--- src/hw/rtl/timer_queue_with_rearm_unit_assert.svh ---
// Assertion macros shared by the timer queue RTL.
// Depends on nothing; included by the modules that carry assertions.
`ifndef TIMER_QUEUE_WITH_REARM_UNIT_ASSERT_SVH
`define TIMER_QUEUE_WITH_REARM_UNIT_ASSERT_SVH
`ifndef ASSERT_OFF
`define TQR_ASSERT_IMP(label, ante, cons, msg) \
  label: assert property (@(posedge clk) disable iff (rst) (ante) |-> (cons)) else $error(msg);
`define TQR_ASSERT_NXT(label, ante, cons, msg) \
  label: assert property (@(posedge clk) disable iff (rst) (ante) |=> (cons)) else $error(msg);
`else
`define TQR_ASSERT_IMP(label, ante, cons, msg)
`define TQR_ASSERT_NXT(label, ante, cons, msg)
`endif
`endif

--- src/hw/rtl/tqr_pkg.sv ---
// Shared types and constants of the timer queue.
// No dependencies; used by tqr_ctrl, tqr_dp and the top level.
package tqr_pkg;

  localparam int EXP_W = 63;
  localparam int IV_W = 40;
  localparam int GEN_W = 8;
  localparam int SLOT_W = 5;
  localparam int MAX_RES = 32;
  localparam int RES_IW = 5;
  localparam int RES_CW = 6;

  localparam logic [1:0] CMD_ADD = 2'd0;
  localparam logic [1:0] CMD_CANCEL = 2'd1;
  localparam logic [1:0] CMD_TIMEOUT = 2'd2;

  localparam logic [2:0] KIND_ADDED = 3'd0;
  localparam logic [2:0] KIND_FULL = 3'd1;
  localparam logic [2:0] KIND_CANCELLED = 3'd2;
  localparam logic [2:0] KIND_NOT_FOUND = 3'd3;
  localparam logic [2:0] KIND_EXPIRED = 3'd4;
  localparam logic [2:0] KIND_NONE = 3'd5;

  typedef struct packed {
    logic latch;
    logic scan_start;
    logic cancel_chk;
    logic add_do;
    logic apply;
    logic emit_rd;
    logic emit_out;
    logic out_single;
  } cmd_t;

  typedef struct packed {
    logic scan_done;
    logic is_add;
    logic is_cancel;
    logic pick_ok;
    logic any_res;
    logic emit_last;
  } sts_t;

endpackage

--- src/hw/rtl/tqr_ctrl.sv ---
// Sequencer of the timer queue: decodes a command and steps the datapath.
// Depends on tqr_pkg.
module tqr_ctrl (
  input  logic             clk,
  input  logic             rst,
  input  logic             start,
  input  logic [1:0]       command,
  input  tqr_pkg::sts_t    sts,
  output tqr_pkg::cmd_t    cmd,
  output logic             busy
);

  typedef enum logic [7:0] {
    S_IDLE     = 8'b0000_0001,
    S_CHECK    = 8'b0000_0010,
    S_SCAN     = 8'b0000_0100,
    S_APPLY    = 8'b0000_1000,
    S_ADD      = 8'b0001_0000,
    S_SINGLE   = 8'b0010_0000,
    S_EMIT_RD  = 8'b0100_0000,
    S_EMIT_OUT = 8'b1000_0000
  } state_t;

  state_t state, state_next;

  always_ff @(posedge clk) begin
    if (rst) begin
      state <= S_IDLE;
    end else begin
      state <= state_next;
    end
  end

  always_comb begin
    state_next = state;
    cmd = '0;
    case (state)
      S_IDLE: begin
        if (start) begin
          cmd.latch = 1'b1;
          if (command == tqr_pkg::CMD_CANCEL) begin
            state_next = S_CHECK;
          end else begin
            cmd.scan_start = 1'b1;
            state_next = S_SCAN;
          end
        end
      end
      S_CHECK: begin
        cmd.cancel_chk = 1'b1;
        cmd.scan_start = 1'b1;
        state_next = S_SCAN;
      end
      S_SCAN: begin
        if (sts.scan_done) begin
          if (sts.is_add) state_next = S_ADD;
          else if (sts.is_cancel) state_next = S_SINGLE;
          else if (sts.pick_ok) state_next = S_APPLY;
          else if (sts.any_res) state_next = S_EMIT_RD;
          else state_next = S_SINGLE;
        end
      end
      S_APPLY: begin
        cmd.apply = 1'b1;
        cmd.scan_start = 1'b1;
        state_next = S_SCAN;
      end
      S_ADD: begin
        cmd.add_do = 1'b1;
        state_next = S_IDLE;
      end
      S_SINGLE: begin
        cmd.out_single = 1'b1;
        state_next = S_IDLE;
      end
      S_EMIT_RD: begin
        cmd.emit_rd = 1'b1;
        state_next = S_EMIT_OUT;
      end
      S_EMIT_OUT: begin
        cmd.emit_out = 1'b1;
        state_next = sts.emit_last ? S_IDLE : S_EMIT_RD;
      end
      default: begin
        state_next = S_IDLE;
      end
    endcase
  end

  assign busy = (state != S_IDLE);

endmodule

--- config.mk ---
export PLATFORM = sky130hd
export DESIGN_NAME = tqr_ctrl
export DESIGN_NICKNAME = d
export VERILOG_FILES = /design/src/hw/rtl/timer_queue_with_rearm_unit_assert.svh /design/src/hw/rtl/tqr_pkg.sv /design/src/hw/rtl/tqr_ctrl.sv
export SDC_FILE = /design/constraint.sdc
export NUM_CORES = 1
export LEC_CHECK = 0
export ABC_AREA = 1
export BUFFER_PORTS_ARGS = -buffer_cell sky130_fd_sc_hd__buf_4
export CORE_AREA = 2 2 39 41
export CTS_CLUSTER_SIZE = 25
export DETAILED_ROUTE_END_ITERATION = 12
export DIE_AREA = 0 0 41 43
export GPL_TIMING_DRIVEN = 0
export PLACE_DENSITY = 0.65
export SLEW_MARGIN = 20
export SYNTH_ARGS = -nofsm -noshare
export SYNTH_HDL_FRONTEND = slang
export SYNTH_SLANG_ARGS = --single-unit
--- constraint.sdc ---
create_clock -name clk -period 1.2 [get_ports clk]
set_input_delay 0.24 -clock clk [delete_from_list [all_inputs] [get_ports clk]]
set_output_delay 0.24 -clock clk [all_outputs]
set_load 0.005 [all_outputs]
Word-level counts from Yosys, hierarchy flattened
Index checks and enable logic that the tools add are counted.
{ "classes": {"magnitude_cmp": 0, "n_div": 0, "n_mul": 0, "mux": 19, "add_sub_neg": 0, "shift": 0, "bitwise_logic": 0, "eq_ne": 12, "n_reduce_logical": 2} }
{ "ops": {"columns": ["op", "n"], "rows": [
  ["two-way mux 8 bit", 5],
  ["one-hot mux 8 bit (5 select lines)", 1],
  ["two-way mux 7 bit", 2],
  ["== test 8 x 1 -> 1 bit (second input constant)", 1],
  ["== test 8 x 2 -> 1 bit (second input constant)", 1],
  ["== test 8 x 3 -> 1 bit (second input constant)", 1],
  ["== test 8 x 4 -> 1 bit (second input constant)", 1],
  ["== test 8 x 5 -> 1 bit (second input constant)", 1],
  ["== test 8 x 6 -> 1 bit (second input constant)", 1],
  ["== test 8 x 7 -> 1 bit (second input constant)", 1],
  ["== test 8 bit (second input constant)", 1],
  ["two-way mux 1 bit", 8],
  ["!= test 8 x 1 -> 1 bit (second input constant)", 1],
  ["!= test 2 bit (second input constant)", 2],
  ["two-way mux 3 bit", 1],
  ["== test 2 x 1 -> 1 bit (second input constant)", 1],
  ["two-way mux 2 bit", 1],
  ["one-hot mux 1 bit (2 select lines)", 1],
  ["AND reduction 2 bit", 1],
  ["OR reduction 2 bit", 1]
]} }
{ "word_totals": {"latch_bits": 0, "inputBits": 11, "wordCells": 34, "rom_bits": 0, "n_memories": 0, "reg_bits": 8, "out_inout_bits": 9, "ram_bits": 0} }

Depth between registers and ports, before layout
{ "depth": {"word_depth": 6, "ltp_mapped": 8, "depth_no_buf": 8} }

Least setup slack after synthesis
No wires, ideal clock.
{ "synth_path": {"path_kind": "register -> output", "from": "reg state[4]", "to": "out cmd[6] (netlist bit)", "required_ns": 0.960, "stages_incl_launch_ff": 6, "path_buffers": 0, "slack_ns": 0.074, "arrival_ns": 0.886, "path_cell_list": "dfxtp_1 > nor2_2 > nand2_2 > nor2_1 > nor2_1 > nand2_1"} }
{ "synth_rtl": {"columns": ["element", "line_no", "text"], "rows": [
  ["start, declared", "tqr_ctrl.sv:24", "state_t state, state_next;"],
  ["start signal, assigned", "tqr_ctrl.sv:30", "state <= state_next;"],
  ["end, declared", "tqr_ctrl.sv:9", "output tqr_pkg::cmd_t cmd,"]
]} }

==> run_results.csv <==
group,metric,value,unit
finish,top_register,"state",
flow_run,cap_violations,0,
sta,setup_violations,12,
worst_setup_path,cp-start-kind,"flop",
synthesis,seq_area_frac_synth,31.5,%
finish,multiInputGateArea,375,µm²
clock_network,cts_htree_levels,1,
sta,slew_violations,0,
floorplan,dieHeight,43,µm
worst_setup_path,cp_data_arrival_time,1.24,ns
sta,worst_slew_pin_slew,0.362,ns
finish,syn2layout_area_growth,74.9,%
placed_design,hpwlAfterDp,829,µm
floorplan,io_pins,20,
floorplan,fp.coreArea,0.00138,mm²
worst_setup_path,slowest_delay,0.33,ns
synthesis,syn-cell-area,508,µm²
sta,min_period,1.48,ns
placed_design,postPlaceCellArea,663,µm²
clock_network,clk_pin_slew,0.05,ns
sta,tns,-2.13,ns
synthesis,syn_area_per_cell,6.19,µm²
synthesis,syn-num-nets,93,
finish,num_antenna_cells,0,
finish,mostFrequentLayoutCell,"buf_4",
pwr,max-vdd-ir-drop,0.400,mV
worst_setup_path,cp_data_required_time,0.96,ns
detailed_routing,dr.pass1.iters,2,
finish,final_cell_mix,"buf_4, nor2_1, inv_1, nand2_1, nor2_4",
detailed_routing,wl_met2,689,µm
pwr,p_per_area,779,mW/mm²
sta,finClkSkew,0.00158,ns
global_routing,antenna_found_initial,0,
sta,worst_slack,-0.276,ns
sta,grt_setup_unrepaired,"true",
worst_setup_path,crit_fanout,5,
detailed_routing,wl_met3,40,µm
finish,design_area,888,µm²
detailed_routing,detail-route-antenna-nets,0,
finish,drive_gt1_share,56.5,%
detailed_routing,met1Wirelength,482,µm
synthesis,synth_seq_cells,8,
worst_setup_path,worst_path_max_delay_cell,"dfxtp_2",
floorplan,die_area,0.00176,mm²
detailed_routing,dr.first_iter.drc_count,6,
finish,top_regs,"state (8)",
sta,hold_viol,0,
worst_setup_path,crit_path_frequent_cell,"nor2_4",
finish,ff_latch_area,170,µm²
clock_network,root_buffer,"clkbuf_4",
clock_network,cts_hold_buf,0,
placed_design,port_buffers,18,
worst_setup_path,path_cells,"nor2_4 > nand2_4 > nor2_4 > inv_2 > nor2_4 > buf_6",
placed_design,gp_congestion,0.717,
clock_network,cts_tree,"yes",
synthesis,yosys_warnings,0,
pwr,power,692,µW
global_routing,grt_pass1_wl,1.86,mm
global_routing,overflow,0,
global_routing,grt_max_degree,9,
global_routing,grt_pass1_vias,485,
finish,nets,128,
synthesis,syn_inst,82,
detailed_routing,via_per_inst,4.58,
detailed_routing,num_vias,600,
clock_network,cts_num_sinks,8,
detailed_routing,top_layer,"met4",
pwr,leakagePower,0.000429,µW
worst_setup_path,timing.critical_path.buf_inv,2,
floorplan,rows,14,
clock_network,insertion_delay,0.24,ns
detailed_routing,wl,1.23,mm
sta,max_slew_margin,75.9,%
clock_network,cts_buffer_depth,2,
worst_setup_path,critPathTopFamily,"simple AND/OR/NAND/NOR gates",
clock_network,cts_made_buffers,3,
synthesis,yosysUniqueCellTypes,15,
detailed_routing,wl_per_cell,9.37,µm
global_routing,grt_util_all_layers,15.6,%
sta,min_period_over_period,123,%
sta,max_freq,0.678,GHz
worst_setup_path,cp-end-kind,"primary output",
detailed_routing,drc_errors,0,
finish,largest_register_ffs,8,
hold_path,hold_path_class,"input pin to flop",
outcome,outcome,"finished with violations",
worst_setup_path,crit_type,"flop to primary output",
floorplan,fp.dieW,41,µm
finish,fill_cells,126,
floorplan,initial_core_util,36.7,%
outcome,violations,"setup timing",
kinds of logic (layout without fill, tap and decap cells):
group / count (synthesis) / in the layout / synth area share [%]
buf+inv: 14 / 47 / 10.3
compound gates: 2 / 2 / 1.97
flops: 8 / 8 / 31.5
simple gates: 58 / 58 / 56.2
tightest hold or removal path, delay by kind of cell:
kind	cells	cell delay, ns
buffers and inverters	1	0.09
and+or+nand+nor	2	0.09
path summary, 6_finish.rpt:
path | from | end | slack, ns | cells past startpoint
min | sts[0] | state[0]$_SDFFE_PP1P_ | 0.21 | 3
min reg2reg | state[7]$_SDFFE_PP0P_ | state[7]$_SDFFE_PP0P_ | 0.67 | 3
max reg2reg | state[4]$_SDFFE_PP0P_ | state[0]$_SDFFE_PP1P_ | -0.15 | 10
max | state[4]$_SDFFE_PP0P_ | cmd[7] | -0.28 | 6
layout make-up:
type / instances / area share (%)
buffer: 1 / 0.423
clock buffer: 3 / 2.54
sequential: 8 / 19.2
inverter: 13 / 5.49
multi-input combinational: 60 / 42.3
tap: 16 / 2.25
timing repair buffer: 30 / 27.9
synthesized netlist by cell type:
master     n  area, µm²
a21oi_1    1       5.00
clkbuf_1   1       3.75
dfxtp_1    8        160
inv_1     12       45.0
inv_2      1       3.75
nand2_1   15       56.3
nand2_2    3       18.8
nand3_1    9       45.0
nand3b_1   1       7.51
nand4_1    1       6.26
nor2_1    16       60.1
nor2_2     6       37.5
nor2_4     3       33.8
nor3_1     4       20.0
o21ai_0    1       5.00
power breakdown:
part           internal [µW]  switching, µW  leakage [µW]
Sequential               277           7.93     0.0000674
Combinational            105            112      0.000347
Clock                    113           76.6     0.0000138
layer usage:
| layer | GRT usage (%) | vias to the layer above |
|---|---|---|
| li1 | - | 319 |
| met1 | 16.5 | 266 |
| met2 | 26.9 | 13 |
| met3 | 1.57 | 2 |
| met4 | 10.0 | 0 |
| met5 | 0 | - |
per-stage QoR:
stage	utilization (%)	std cells	setup slack [ns]	hold slack, ns
after floorplan	-	82	0.0735	0.366
after global placement	47.9	116	-0.0876	0.469
after detailed placement	47.9	116	-0.0891	0.472
after CTS	61.0	130	-0.305	0.217
after global routing	64.2	131	-0.351	0.216
final	64.2	131	-0.276	0.210
what timing repair did:
item,4_1_cts,5_1_grt
pin swaps,12,10
setup buffers,11,4
resized for setup,22,14
setup endpoints to repair,9,16
Note: power is estimated with default switching activity, not from simulation.
